### config.mk
export PLATFORM = sky130hd
export DESIGN_NAME = averaged_sample_capture_unit
export DESIGN_NICKNAME = d
export VERILOG_FILES = /design/src/hw/rtl/asc_pkg.sv /design/src/hw/rtl/averaged_sample_capture_unit.sv /design/src/hw/rtl/asc_div.sv
export SDC_FILE = /design/constraint.sdc
export NUM_CORES = 1
export LEC_CHECK = 0
export ABC_AREA = 1
export BUFFER_PORTS_ARGS = -buffer_cell sky130_fd_sc_hd__buf_2
export CORE_MARGIN = 2
export CORE_UTILIZATION = 56
export CTS_BUF_LIST = sky130_fd_sc_hd__clkbuf_2
export CTS_CLUSTER_SIZE = 24
export DETAILED_ROUTE_END_ITERATION = 7
export PLACE_DENSITY = 0.77
export SLEW_MARGIN = 20
export SYNTH_ARGS = -nofsm -noshare
export SYNTH_HDL_FRONTEND = slang
export SYNTH_SLANG_ARGS = --single-unit
### constraint.sdc
create_clock -name i_clk -period 7.2 [get_ports i_clk]
set_input_delay 0.72 -clock i_clk [delete_from_list [all_inputs] [get_ports i_clk]]
set_output_delay 0.72 -clock i_clk [all_outputs]
set_load 0.05 [all_outputs]
### src/hw/rtl/asc_pkg.sv
// ----------------------------------------------------------------------------
// asc_pkg: shared types and constants for the averaged sample capture unit
// Request payload types, register indexes and fixed sizes of the datapath.
// ----------------------------------------------------------------------------
package asc_pkg;

    // Field widths
    localparam int SampleBits    = 12;
    localparam int FracBits      = 8;
    localparam int AvgBits       = SampleBits + FracBits;
    localparam int WeightBits    = 16;
    localparam int AccBits       = AvgBits + WeightBits;
    localparam int IndexBits     = 10;
    localparam int SinceLastBits = 17;
    localparam int ElapsedBits   = 32;

    // Capture limits
    localparam int CaptureLength = 1000;
    localparam int MinInterval   = 30;

    // Operation codes of an input request
    localparam logic [1:0] OP_SAMPLE = 2'd0;
    localparam logic [1:0] OP_TICK   = 2'd1;
    localparam logic [1:0] OP_START  = 2'd2;

    // Configuration register indexes
    typedef enum logic [0:0] {
        CFG_AVERAGE_COUNT = 1'b0,
        CFG_SAMPLE_INTERVAL = 1'b1
    } t_cfg_idx;

    // Input request
    typedef struct packed {
        logic [1:0]            operation;
        logic [SampleBits-1:0] sample_value;
    } t_in_req;

    // Result request
    typedef struct packed {
        logic [SampleBits-1:0]  average_reading;
        logic                   capture_active;
        logic                   record_valid;
        logic [IndexBits-1:0]   record_index;
        logic [ElapsedBits-1:0] record_elapsed_us;
        logic [SampleBits-1:0]  record_value;
        logic                   record_last;
    } t_out_req;

endpackage

### src/hw/rtl/averaged_sample_capture_unit.sv
// ----------------------------------------------------------------------------
// averaged_sample_capture_unit: running average with timed record capture
// Keeps a fixed point running average of converter samples and emits timed
// records of it, paced by microsecond tick requests after a start request.
// ----------------------------------------------------------------------------
// Usage:
//   Input channel (i_in_valid / o_in_stall / i_in_data) carries one request:
//   a sample, a microsecond tick or a start. Every request gives exactly one
//   result on the output channel (o_out_valid / i_out_stall / o_out_data).
//   Configuration writes (i_cfg_valid / o_cfg_ready) set the averaging
//   weight N (index 0) and the record interval (index 1); ready is always
//   high, and writes are expected only while the block is idle.
//   Sequence: a sample's multiply-add is registered at accept, the divider
//   is loaded in S_DIV_START, runs its 20 steps in S_DIV_WAIT and registers
//   its done flag, and the result commits from S_DONE; a tick or start goes
//   from accept straight to S_DONE. A commit waits while the output register
//   is still held by i_out_stall.
//   One request is in work at a time; o_in_stall is high until the result
//   has been loaded into the output register.
//   A result held by i_out_stall stays in the output register; the next
//   request may be accepted and worked, and waits to commit until the
//   register frees up.
//   Reset clears the average, the capture state and counters, and loads
//   N = 10 and interval = 0.
// ----------------------------------------------------------------------------
module averaged_sample_capture_unit (
    input  logic                 i_clk,
    input  logic                 i_rst_n,
    // input requests
    input  logic                 i_in_valid,
    output logic                 o_in_stall,
    input  asc_pkg::t_in_req     i_in_data,
    // result requests
    output logic                 o_out_valid,
    input  logic                 i_out_stall,
    output asc_pkg::t_out_req    o_out_data,
    // configuration writes
    input  logic                 i_cfg_valid,
    output logic                 o_cfg_ready,
    input  asc_pkg::t_cfg_idx    i_cfg_index,
    input  logic [15:0]          i_cfg_data
);

    typedef enum logic [1:0] {
        S_IDLE,
        S_DIV_START,
        S_DIV_WAIT,
        S_DONE
    } t_state;

    localparam int CntSumBits = asc_pkg::IndexBits + 1;

    t_state                              r_state;
    logic [1:0]                          r_op;
    logic [asc_pkg::AccBits-1:0]         r_acc;
    logic [asc_pkg::AvgBits-1:0]         r_avg;
    logic                                r_capturing;
    logic [asc_pkg::IndexBits-1:0]       r_rec_cnt;
    logic [asc_pkg::SinceLastBits-1:0]   r_since_last;
    logic [asc_pkg::ElapsedBits-1:0]     r_since_start;
    logic [asc_pkg::WeightBits-1:0]      r_avg_count;
    logic [15:0]                         r_interval;
    logic                                r_out_valid;
    asc_pkg::t_out_req                   r_out_data;

    logic                                w_accept;
    logic                                w_slot_free;
    logic                                w_commit;
    logic [asc_pkg::WeightBits-1:0]      w_weight;
    logic [asc_pkg::WeightBits-1:0]      w_weight_m1;
    logic [asc_pkg::AccBits-1:0]         w_product;
    logic                                w_div_start;
    logic                                w_div_done;
    logic [asc_pkg::AvgBits-1:0]         w_quotient;

    logic [asc_pkg::AvgBits-1:0]         n_avg;
    logic                                n_capturing;
    logic [asc_pkg::IndexBits-1:0]       n_rec_cnt;
    logic [asc_pkg::SinceLastBits-1:0]   n_since_last;
    logic [asc_pkg::ElapsedBits-1:0]     n_since_start;
    asc_pkg::t_out_req                   n_out_data;

    logic                                w_interval_ok;
    logic [asc_pkg::SinceLastBits-1:0]   w_last_inc;
    logic [asc_pkg::ElapsedBits-1:0]     w_start_inc;
    logic [CntSumBits-1:0]               w_cnt_inc;

    assign w_accept    = i_in_valid && (r_state == S_IDLE);
    assign w_slot_free = !r_out_valid || !i_out_stall;
    assign w_commit    = (r_state == S_DONE) && w_slot_free;
    assign w_div_start = (r_state == S_DIV_START);

    // Weight N with zero taken as one, and the multiply-add term
    assign w_weight    = (r_avg_count == '0) ? asc_pkg::WeightBits'(1) : r_avg_count;
    assign w_weight_m1 = w_weight - asc_pkg::WeightBits'(1);
    assign w_product   = asc_pkg::AccBits'(r_avg) * asc_pkg::AccBits'(w_weight_m1)
                       + asc_pkg::AccBits'({i_in_data.sample_value,
                                            asc_pkg::FracBits'(0)});

    asc_div u_div (
        .i_clk      (i_clk),
        .i_rst_n    (i_rst_n),
        .i_start    (w_div_start),
        .i_dividend (r_acc),
        .i_divisor  (w_weight),
        .o_done     (w_div_done),
        .o_quotient (w_quotient)
    );

    // Helpers for tick handling
    assign w_interval_ok = (r_interval >= 16'(asc_pkg::MinInterval));
    assign w_last_inc    = (r_since_last == '1) ? r_since_last
                                                : r_since_last + asc_pkg::SinceLastBits'(1);
    assign w_start_inc   = r_since_start + asc_pkg::ElapsedBits'(1);
    assign w_cnt_inc     = CntSumBits'(r_rec_cnt) + CntSumBits'(1);

    // Outcome of the request in work, committed in S_DONE
    always_comb begin
        n_avg         = r_avg;
        n_capturing   = r_capturing;
        n_rec_cnt     = r_rec_cnt;
        n_since_last  = r_since_last;
        n_since_start = r_since_start;
        n_out_data    = '0;

        case (r_op)
            asc_pkg::OP_SAMPLE: begin
                n_avg = w_quotient;
            end
            asc_pkg::OP_TICK: begin
                if (r_capturing) begin
                    if (!w_interval_ok) begin
                        n_capturing = 1'b0;
                    end else begin
                        n_since_last  = w_last_inc;
                        n_since_start = w_start_inc;
                        if (w_last_inc > asc_pkg::SinceLastBits'(r_interval)) begin
                            n_since_last                 = '0;
                            n_out_data.record_valid      = 1'b1;
                            n_out_data.record_index      = r_rec_cnt;
                            n_out_data.record_elapsed_us = w_start_inc;
                            n_out_data.record_value      =
                                r_avg[asc_pkg::AvgBits-1:asc_pkg::FracBits];
                            n_rec_cnt = w_cnt_inc[asc_pkg::IndexBits-1:0];
                            if (w_cnt_inc >= CntSumBits'(asc_pkg::CaptureLength)) begin
                                n_out_data.record_last = 1'b1;
                                n_capturing            = 1'b0;
                                n_rec_cnt              = '0;
                            end
                        end
                    end
                end
            end
            asc_pkg::OP_START: begin
                if (!w_interval_ok) begin
                    n_capturing = 1'b0;
                end else if (!r_capturing) begin
                    n_capturing   = 1'b1;
                    n_rec_cnt     = '0;
                    n_since_last  = '0;
                    n_since_start = '0;
                end
            end
            default: begin
                // unused code: status only
            end
        endcase

        n_out_data.average_reading = n_avg[asc_pkg::AvgBits-1:asc_pkg::FracBits];
        n_out_data.capture_active  = n_capturing;
    end

    // Sequencer, block state and output register
    always_ff @(posedge i_clk) begin
        if (!i_rst_n) begin
            r_state       <= S_IDLE;
            r_avg         <= '0;
            r_capturing   <= 1'b0;
            r_rec_cnt     <= '0;
            r_since_last  <= '0;
            r_since_start <= '0;
            r_avg_count   <= 16'd10;
            r_interval    <= '0;
            r_out_valid   <= 1'b0;
        end else begin
            // configuration writes
            if (i_cfg_valid) begin
                unique case (i_cfg_index)
                    asc_pkg::CFG_AVERAGE_COUNT:   r_avg_count <= i_cfg_data;
                    asc_pkg::CFG_SAMPLE_INTERVAL: r_interval  <= i_cfg_data;
                endcase
            end

            // output register: loaded on commit, drains when taken
            if (w_commit) begin
                r_out_valid <= 1'b1;
            end else if (r_out_valid && !i_out_stall) begin
                r_out_valid <= 1'b0;
            end

            unique case (r_state)
                S_IDLE: begin
                    if (w_accept) begin
                        r_op <= i_in_data.operation;
                        if (i_in_data.operation == asc_pkg::OP_SAMPLE) begin
                            r_acc   <= w_product;
                            r_state <= S_DIV_START;
                        end else begin
                            r_state <= S_DONE;
                        end
                    end
                end
                S_DIV_START: begin
                    r_state <= S_DIV_WAIT;
                end
                S_DIV_WAIT: begin
                    if (w_div_done) begin
                        r_state <= S_DONE;
                    end
                end
                S_DONE: begin
                    if (w_commit) begin
                        r_avg         <= n_avg;
                        r_capturing   <= n_capturing;
                        r_rec_cnt     <= n_rec_cnt;
                        r_since_last  <= n_since_last;
                        r_since_start <= n_since_start;
                        r_out_data    <= n_out_data;
                        r_state       <= S_IDLE;
                    end
                end
            endcase
        end
    end

    assign o_in_stall  = (r_state != S_IDLE);
    assign o_out_valid = r_out_valid;
    assign o_out_data  = r_out_data;
    assign o_cfg_ready = 1'b1;

endmodule

### src/hw/rtl/asc_div.sv
// ----------------------------------------------------------------------------
// asc_div: serial restoring divider for the running average
// Divides the weighted sum by N one quotient bit per cycle. The quotient is
// known to fit the average width, so the upper dividend bits seed the
// partial remainder and only AvgBits steps are needed.
// ----------------------------------------------------------------------------
module asc_div (
    input  logic                               i_clk,
    input  logic                               i_rst_n,
    input  logic                               i_start,
    input  logic [asc_pkg::AccBits-1:0]        i_dividend,
    input  logic [asc_pkg::WeightBits-1:0]     i_divisor,
    output logic                               o_done,
    output logic [asc_pkg::AvgBits-1:0]        o_quotient
);

    localparam int CntBits = $clog2(asc_pkg::AvgBits + 1);

    logic [asc_pkg::WeightBits-1:0] r_rem;
    logic [asc_pkg::AvgBits-1:0]    r_dvd;
    logic [CntBits-1:0]             r_cnt;
    logic                           r_done;

    logic [asc_pkg::WeightBits:0]   w_shift;
    logic [asc_pkg::WeightBits:0]   w_trial;
    logic                           w_fit;

    // Trial subtract of the shifted remainder
    assign w_shift = {r_rem, r_dvd[asc_pkg::AvgBits-1]};
    assign w_trial = w_shift - {1'b0, i_divisor};
    assign w_fit   = (w_shift >= {1'b0, i_divisor});

    // Control counter
    always_ff @(posedge i_clk) begin
        if (!i_rst_n) begin
            r_cnt  <= '0;
            r_done <= 1'b0;
        end else if (i_start) begin
            r_cnt  <= CntBits'(asc_pkg::AvgBits);
            r_done <= 1'b0;
        end else begin
            r_done <= (r_cnt == CntBits'(1));
            if (r_cnt != '0) begin
                r_cnt <= r_cnt - CntBits'(1);
            end
        end
    end

    // Datapath: remainder and dividend/quotient shift register
    always_ff @(posedge i_clk) begin
        if (i_start) begin
            r_rem <= i_dividend[asc_pkg::AccBits-1:asc_pkg::AvgBits];
            r_dvd <= i_dividend[asc_pkg::AvgBits-1:0];
        end else if (r_cnt != '0) begin
            // when the trial fails the shifted value is below N, so it fits
            r_rem <= w_fit ? w_trial[asc_pkg::WeightBits-1:0]
                           : w_shift[asc_pkg::WeightBits-1:0];
            r_dvd <= {r_dvd[asc_pkg::AvgBits-2:0], w_fit};
        end
    end

    assign o_done     = r_done;
    assign o_quotient = r_dvd;

endmodule

==> results of run 1 <==
-- cell families after synthesis --
group                    count (synthesis)  synth area share
XOR/XNOR                                85            0.0318
adder cells (fa/ha/maj)                420             0.306
other                                    1          0.000159
flip-flops                             264             0.284
AO/OA/AOI/OAI                          326            0.0750
buffers and inverters                  656             0.107
AND/OR/NAND/NOR                       1108             0.196
-- sequential cells by signal, indices dropped and copies added (netlist names), 10 cells and up --
register,count
r_avg_count,16
r_since_start,32
r_since_last,17
u_div.o_quotient,20
r_acc,36
u_div.r_rem,16
r_avg,20
o_out_data,69
r_interval,16
r_rec_cnt,10
-- layout make-up --
class	instances	area (um2)
diodes	2	5.00
clock buffers	97	485
clock inverters	22	165
fillers	3559	15300
inverters	560	2130
multi-input cells	1940	14800
flip-flops and latches	264	6730
well taps	539	674
repair buffers	217	1470
repair inverters	2	10.0
-- routing by layer --
metal | up-vias | wire (um) | GRT usage
met5 | - | 0 | 0
li1 | 9286 | - | -
met1 | 9552 | 26200 | 0.385
met3 | 182 | 5290 | 0.0534
met2 | 891 | 30800 | 0.499
met4 | 0 | 3070 | 0.135
-- path summary, 6_finish.rpt --
check,from,endpoint
max,r_avg_count[11],r_acc[31]
min,i_cfg_valid,r_interval[0]
max reg2reg,r_avg_count[11],r_acc[31]
min reg2reg,r_since_start[12],r_since_start[12]
-- power groups by stage --
stage / combinational [W] / clock, W / sequential [W]
2_1_floorplan: 0.00207 / 0 / 0.00215
3_3_place_gp: 0.00294 / 0 / 0.00215
3_5_place_dp: 0.00302 / 0 / 0.00216
4_1_cts: 0.00304 / 0.00114 / 0.00213
5_1_grt: 0.00369 / 0.00121 / 0.00216
6_report: 0.00334 / 0.00111 / 0.00214
-- through the flow --
step                cells  power (W)  hold WS (ns)  TNS, ns  utilization
global placement     3498    0.00509         0.452        0        0.602
floorplan            2860    0.00422         0.421        0            -
finish               3643    0.00660         0.109        0        0.633
global route         3643    0.00706        0.0529   -0.352        0.633
detailed placement   3498    0.00518         0.461   -0.472        0.602
CTS                  3623    0.00630       0.00911        0        0.619
-- worst max-delay path, delay by kind of cell, from the launching register on --
kind                     cells  cell delay (ns)
adder cells (fa/ha/maj)      8             3.59
buffers and inverters       13             1.12
AO/OA/AOI/OAI                4             0.59
flip-flops                   1             0.41
XOR/XNOR                     2             0.27
AND/OR/NAND/NOR              9             0.75
-- cell usage after synthesis (10+ instances only) --
cell	n	share of area
clkbuf_1	67	0.011
inv_2	14	0.0022
a21oi_1	168	0.036
ha_1	157	0.083
nand2_1	617	0.098
buf_2	20	0.0042
nor2_1	286	0.045
xor2_1	58	0.021
inv_1	535	0.085
clkinv_1	10	0.0016
nor3_1	33	0.0070
nand3b_1	12	0.0038
nand2_2	22	0.0058
edfxtp_1	143	0.18
xnor2_1	26	0.0096
fa_1	263	0.22
nand3_1	73	0.015
dfxtp_1	121	0.10
o21ai_0	102	0.022
nand4_1	34	0.0090
-- repair_timing --
| item | in CTS | in global routing |
|---|---|---|
| gates resized for setup | 5 | 115 |
| hold endpoints to repair | 6 | 0 |
| endpoints found under the setup margin | 10 | 21 |
| hold buffers | 6 | 0 |
| pin swaps | 2 | 46 |
| cloned | 0 | 3 |
| buffers inserted | 0 | 15 |
==> out/results.ini, run 1 <==
[floorplan]
initial_core_util=0.566
die_area_mm2=0.0439
boundaryPins=108
die_w_um=209
core_area_mm2=0.0418
row_count=75
die_h_um=209

[placed_design]
dpl_worst_slack_ns=-0.111
placed_cell_area_mm2=0.0251
hpwlAfterDp_mm=50.1
routabilityCongestion=0.955
port_buffers=106

[status]
status=completed

[yosys]
yosysSeqAreaShare=0.284
netlist_instances=2860
synth_edf_count=143
synth-seq-cells=264
syn_area_per_cell_um2=8.26
synthArstFlopShare=0
synth_area_mm2=0.0236
synth_cell_types=50
synth_ff_type=edfxtp_1
syn_nets=3316
ys_warn_count=0

[global_routing]
antenna_found_initial=2
grt_pass1_wl_mm=103
grt_pass1_vias=20200
grt_max_degree=63
grt_usage=0.300
gr-total-overflow=0

[cells_and_area]
layout_commonest_cell=nand2_1
nets=3507
final_cell_mix=nand2_1, inv_1, nor2_1
synthToLayoutAreaGrowth_pct=11.9
drive_gt1_frac=0.154
finalInstanceArea_mm2=0.0265

[setup_path]
crit_path_start_kind=flop
crit_arrival_ns=7.61
reg2regPathDepth=36
slowest_stage=fa_1
cp.required_ns=7.86
worstSetupPathType=reg2reg
end_kind=flop
ff2ff_setup_slack_ns=0.25
cp_common_cell=inv_1
cpPeakStageDelay_ns=0.58
crit_fanout=7

[sta]
slew_headroom=0.273
tightest_slew_ns=1.09
report.final.hold_viol_count=0
fmax_ghz=0.144
slew_violations=0
final.min_clock_period_ns=6.95
setup_viol_count_final=0
skew_ns=0.119
layout_setup_ws_ns=0.246
fin_crit_sh=0.966

[power_and_ir_drop]
swShare=0.454
pwr-share-clk=0.169
pwr-share-seq=0.324
p_int_w=0.00360
ir_drop_uv=187
power.share.combinational=0.507
p_leak_nw=12.4
power_density_mw_per_mm2=249
switchingPower_w=0.00300

[cts]
clock_latency_ns=0.99
clkSinkCount=264
root_buffer=clkbuf_2
cts_max_path_buffers=3
cts-buffers-inserted=66
cts_tree=built
clk_pin_slew_ns=0.11
ctsHtreeMaxLevel=3

[route]
route.vias.total=19900
drt_pre_antenna_iters=5
drt_wl_total_mm=65.4
viasPerCell=5.47
drc_errors=0
dr.first_iter.drc_count=1576
wl_per_cell_um=18.0
final_antenna_net_count=0

[flow_run]
drv_cap=0

[min_path]
holdCritPathClass=in2reg
whs_path_depth=3

Power figures use the tool's default switching activity.
==> inputs of run 2 (changes only) <==
--- a/config.mk
+++ b/config.mk
@@ -12,7 +12,8 @@
 export CTS_BUF_LIST = sky130_fd_sc_hd__clkbuf_2
 export CTS_CLUSTER_SIZE = 24
 export DETAILED_ROUTE_END_ITERATION = 7
-export PLACE_DENSITY = 0.77
+export PLACE_DENSITY = 0.74
+export SKIP_LAST_GASP = 1
 export SLEW_MARGIN = 20
 export SYNTH_ARGS = -nofsm -noshare
 export SYNTH_HDL_FRONTEND = slang
==> constraint.sdc (replaced) <==
create_clock -name i_clk -period 8.6 [get_ports i_clk]
set_input_delay 0.86 -clock i_clk [delete_from_list [all_inputs] [get_ports i_clk]]
set_output_delay 0.86 -clock i_clk [all_outputs]
set_load 0.05 [all_outputs]
==> run 2 against run 1 <==
- sequential power shrank 16%
- design area shrank 4.3%
- first-iteration DRC count shrank 9.0%
- largest cell class unchanged
- highest routed layer unchanged
- critical endpoint unchanged
- register-to-register slack gained 0.37 ns
- clock-buffer cell count shrank 2
- fmax shrank 13%
- clock skew shrank 0.033 ns
- die area is the same
- wire length shrank 2.7%
==> out/results.ini, run 2 (same netlist as run 1, synthesis figures left out) <==
[status]
status=completed  ; unchanged

[route]
wl_met2_mm=30.2  ; was 30.8 mm
met3WireLength_mm=4.72  ; was 5.29 mm
dr.first_iter.drc_count=1434  ; was 1,576
drc_errors=0  ; unchanged
wl_per_cell_um=17.9  ; was 18.0 um
drt_wl_total_mm=63.7  ; was 65.4 mm
final_antenna_net_count=0  ; unchanged
drt_pre_antenna_iters=6  ; was 5
viasPerCell=5.46  ; was 5.47
wl_met1_mm=25.8  ; was 26.2 mm
highest_layer=met4  ; unchanged
route.vias.total=19400  ; was 19,900

[cells_and_area]
nets=3420  ; was 3,507
synthToLayoutAreaGrowth_pct=7.17  ; was 11.9%
largest_reg_flops=69  ; unchanged
finalInstanceArea_mm2=0.0253  ; was 0.0265 mm2
multiInputGateArea_mm2=0.0144  ; was 0.0148 mm2
layout_commonest_cell=nand2_1  ; unchanged
drive_gt1_frac=0.101  ; was 0.154
final_cell_mix=nand2_1, inv_1, nor2_1  ; unchanged
seq_area_mm2=0.00672  ; was 0.00673 mm2
n_fill_cell=3682  ; was 3,559

[global_routing]
gr-total-overflow=0  ; unchanged
grt_usage=0.299  ; was 0.300
grt_pass1_vias=19900  ; was 20,200
grt_max_degree=63  ; unchanged
antenna_found_initial=1  ; was 2
grt_pass1_wl_mm=103  ; about the same

[sta]
fin_crit_sh=0.928  ; was 0.966
rsz0062_at_grt=false
slew_violations=0  ; unchanged
skew_ns=0.0865  ; was 0.119 ns
fmax_ghz=0.125  ; was 0.144 GHz
slew_headroom=0.304  ; was 0.273
tightest_slew_ns=1.04  ; was 1.09 ns
report.final.hold_viol_count=0  ; unchanged
setup_viol_count_final=0  ; unchanged
final.min_clock_period_ns=7.98  ; was 6.95 ns
fin_setup_tns_ns=0  ; unchanged

[min_path]
whs_path_depth=1  ; was 3
holdCritPathClass=in2reg  ; unchanged
hold_end=r_op[0]  ; was r_interval[0]
min_from=i_in_data[12]  ; was i_cfg_valid

[floorplan]
die_h_um=209  ; unchanged
row_count=75  ; unchanged
die_area_mm2=0.0439  ; unchanged
initial_core_util=0.566  ; unchanged
boundaryPins=108  ; unchanged
die_w_um=209  ; unchanged
core_area_mm2=0.0418  ; unchanged

[setup_path]
worstSetupPathType=reg2reg  ; unchanged
cpPeakStageDelay_ns=0.55  ; was 0.58 ns
ff2ff_setup_slack_ns=0.62  ; was 0.25 ns
slowest_stage=fa_1  ; unchanged
reg2regPathDepth=34  ; was 36
reg2reg_from=r_avg_count[12]  ; was r_avg_count[11]
crit_fanout=9  ; was 7
crit_arrival_ns=8.62  ; was 7.61 ns
end_kind=flop  ; unchanged
timing.rr.end=r_acc[31]  ; unchanged
crit_path_start_kind=flop  ; unchanged
cp.required_ns=9.24  ; was 7.86 ns
cp_common_cell=inv_1  ; unchanged

[flow_run]
drv_cap=0  ; unchanged

[placed_design]
port_buffers=106  ; unchanged
routabilityCongestion=0.993  ; was 0.955
placed_cell_area_mm2=0.0246  ; was 0.0251 mm2
hpwlAfterDp_mm=49.5  ; was 50.1 mm

[cts]
clkSinkCount=264  ; unchanged
cts_max_path_buffers=3  ; unchanged
cts-buffers-inserted=69  ; was 66
cts-hold-fix-buffers=0  ; was 6
cts_resized=0  ; was 5
clk_pin_slew_ns=0.12  ; was 0.11 ns
clock_latency_ns=0.90  ; was 0.99 ns
root_buffer=clkbuf_2  ; unchanged
cts_tree=built  ; unchanged
postCtsSetupBuffers=0  ; unchanged
ctsHtreeMaxLevel=3  ; unchanged

[power_and_ir_drop]
p_leak_nw=12.0  ; was 12.4 nW
ir_drop_uv=136  ; was 187 uV
power_density_mw_per_mm2=206  ; was 249 mW/mm2

run 2: cell count changes in the layout (fill, tap and decap cells not counted), moves of 7 or more:
cell / delta
buf_4: -73
nand2_1: +19
nor2_1: +18
nand2_2: -17
nor2_2: -13
a21oi_1: +12
a21oi_2: -12
ha_1: +10
dfxtp_1: +9
dfxtp_2: -9
ha_4: -8
clkinv_1: +7
run 2: routing by layer:
layer | track usage | up-vias
met4 | 0.145 | 0
met2 | 0.498 | 794
met1 | 0.383 | 9354
met5 | 0 | -
met3 | 0.0468 | 173
li1 | - | 9118
run 2: worst max-delay path, delay by kind of cell (launching register included):
| kind | cells | cell delay, ns |
|---|---|---|
| flip-flops | 1 | 0.43 |
| AO/OA/AOI/OAI | 5 | 1.15 |
| buffers and inverters | 10 | 0.91 |
| adder cells (fa/ha/maj) | 8 | 3.58 |
| XOR/XNOR | 1 | 0.17 |
| AND/OR/NAND/NOR | 10 | 1.49 |
run 2: final cells by class:
class / count / share of cell area
inverters: 560 / 0.0831
flip-flops and latches: 264 / 0.265
multi-input cells: 1940 / 0.569
diodes: 1 / 0.0000988
well taps: 539 / 0.0266
clock inverters: 32 / 0.00953
repair buffers: 129 / 0.0278
clock buffers: 95 / 0.0188
run 2: power by group:
group / leakage [nW] / internal [W] / switching, W
sequential: 2.35 / 0.00164 / 0.000165
combinational: 9.09 / 0.000789 / 0.00165
clock: 0.511 / 0.000425 / 0.000548
total: 12.0 / 0.00285 / 0.00236
run 2: how the worst max path moves through the flow:
stage                          startpoint  depth (start not counted)         to
after detailed placement  r_avg_count[13]                         34  r_acc[31]
after global routing      r_avg_count[13]                         37  r_acc[28]
final                     r_avg_count[12]                         34  r_acc[31]
after floorplan           r_avg_count[13]                         40  r_acc[28]
after global placement    r_avg_count[12]                         33  r_acc[31]
after CTS                 r_avg_count[13]                         35  r_acc[31]
run 2: metrics by stage:
step | hold WS, ns | setup WS, ns | total power (W) | instances | utilization
3_3_place_gp | 0.452 | 0.881 | 0.00417 | 3432 | 0.589
5_1_grt | 0.171 | 0.175 | 0.00561 | 3560 | 0.607
2_1_floorplan | 0.421 | 1.07 | 0.00353 | 2860 | -
6_report | 0.215 | 0.616 | 0.00521 | 3560 | 0.607
4_1_cts | 0.173 | 0.731 | 0.00521 | 3559 | 0.606
3_5_place_dp | 0.462 | 0.777 | 0.00423 | 3432 | 0.589
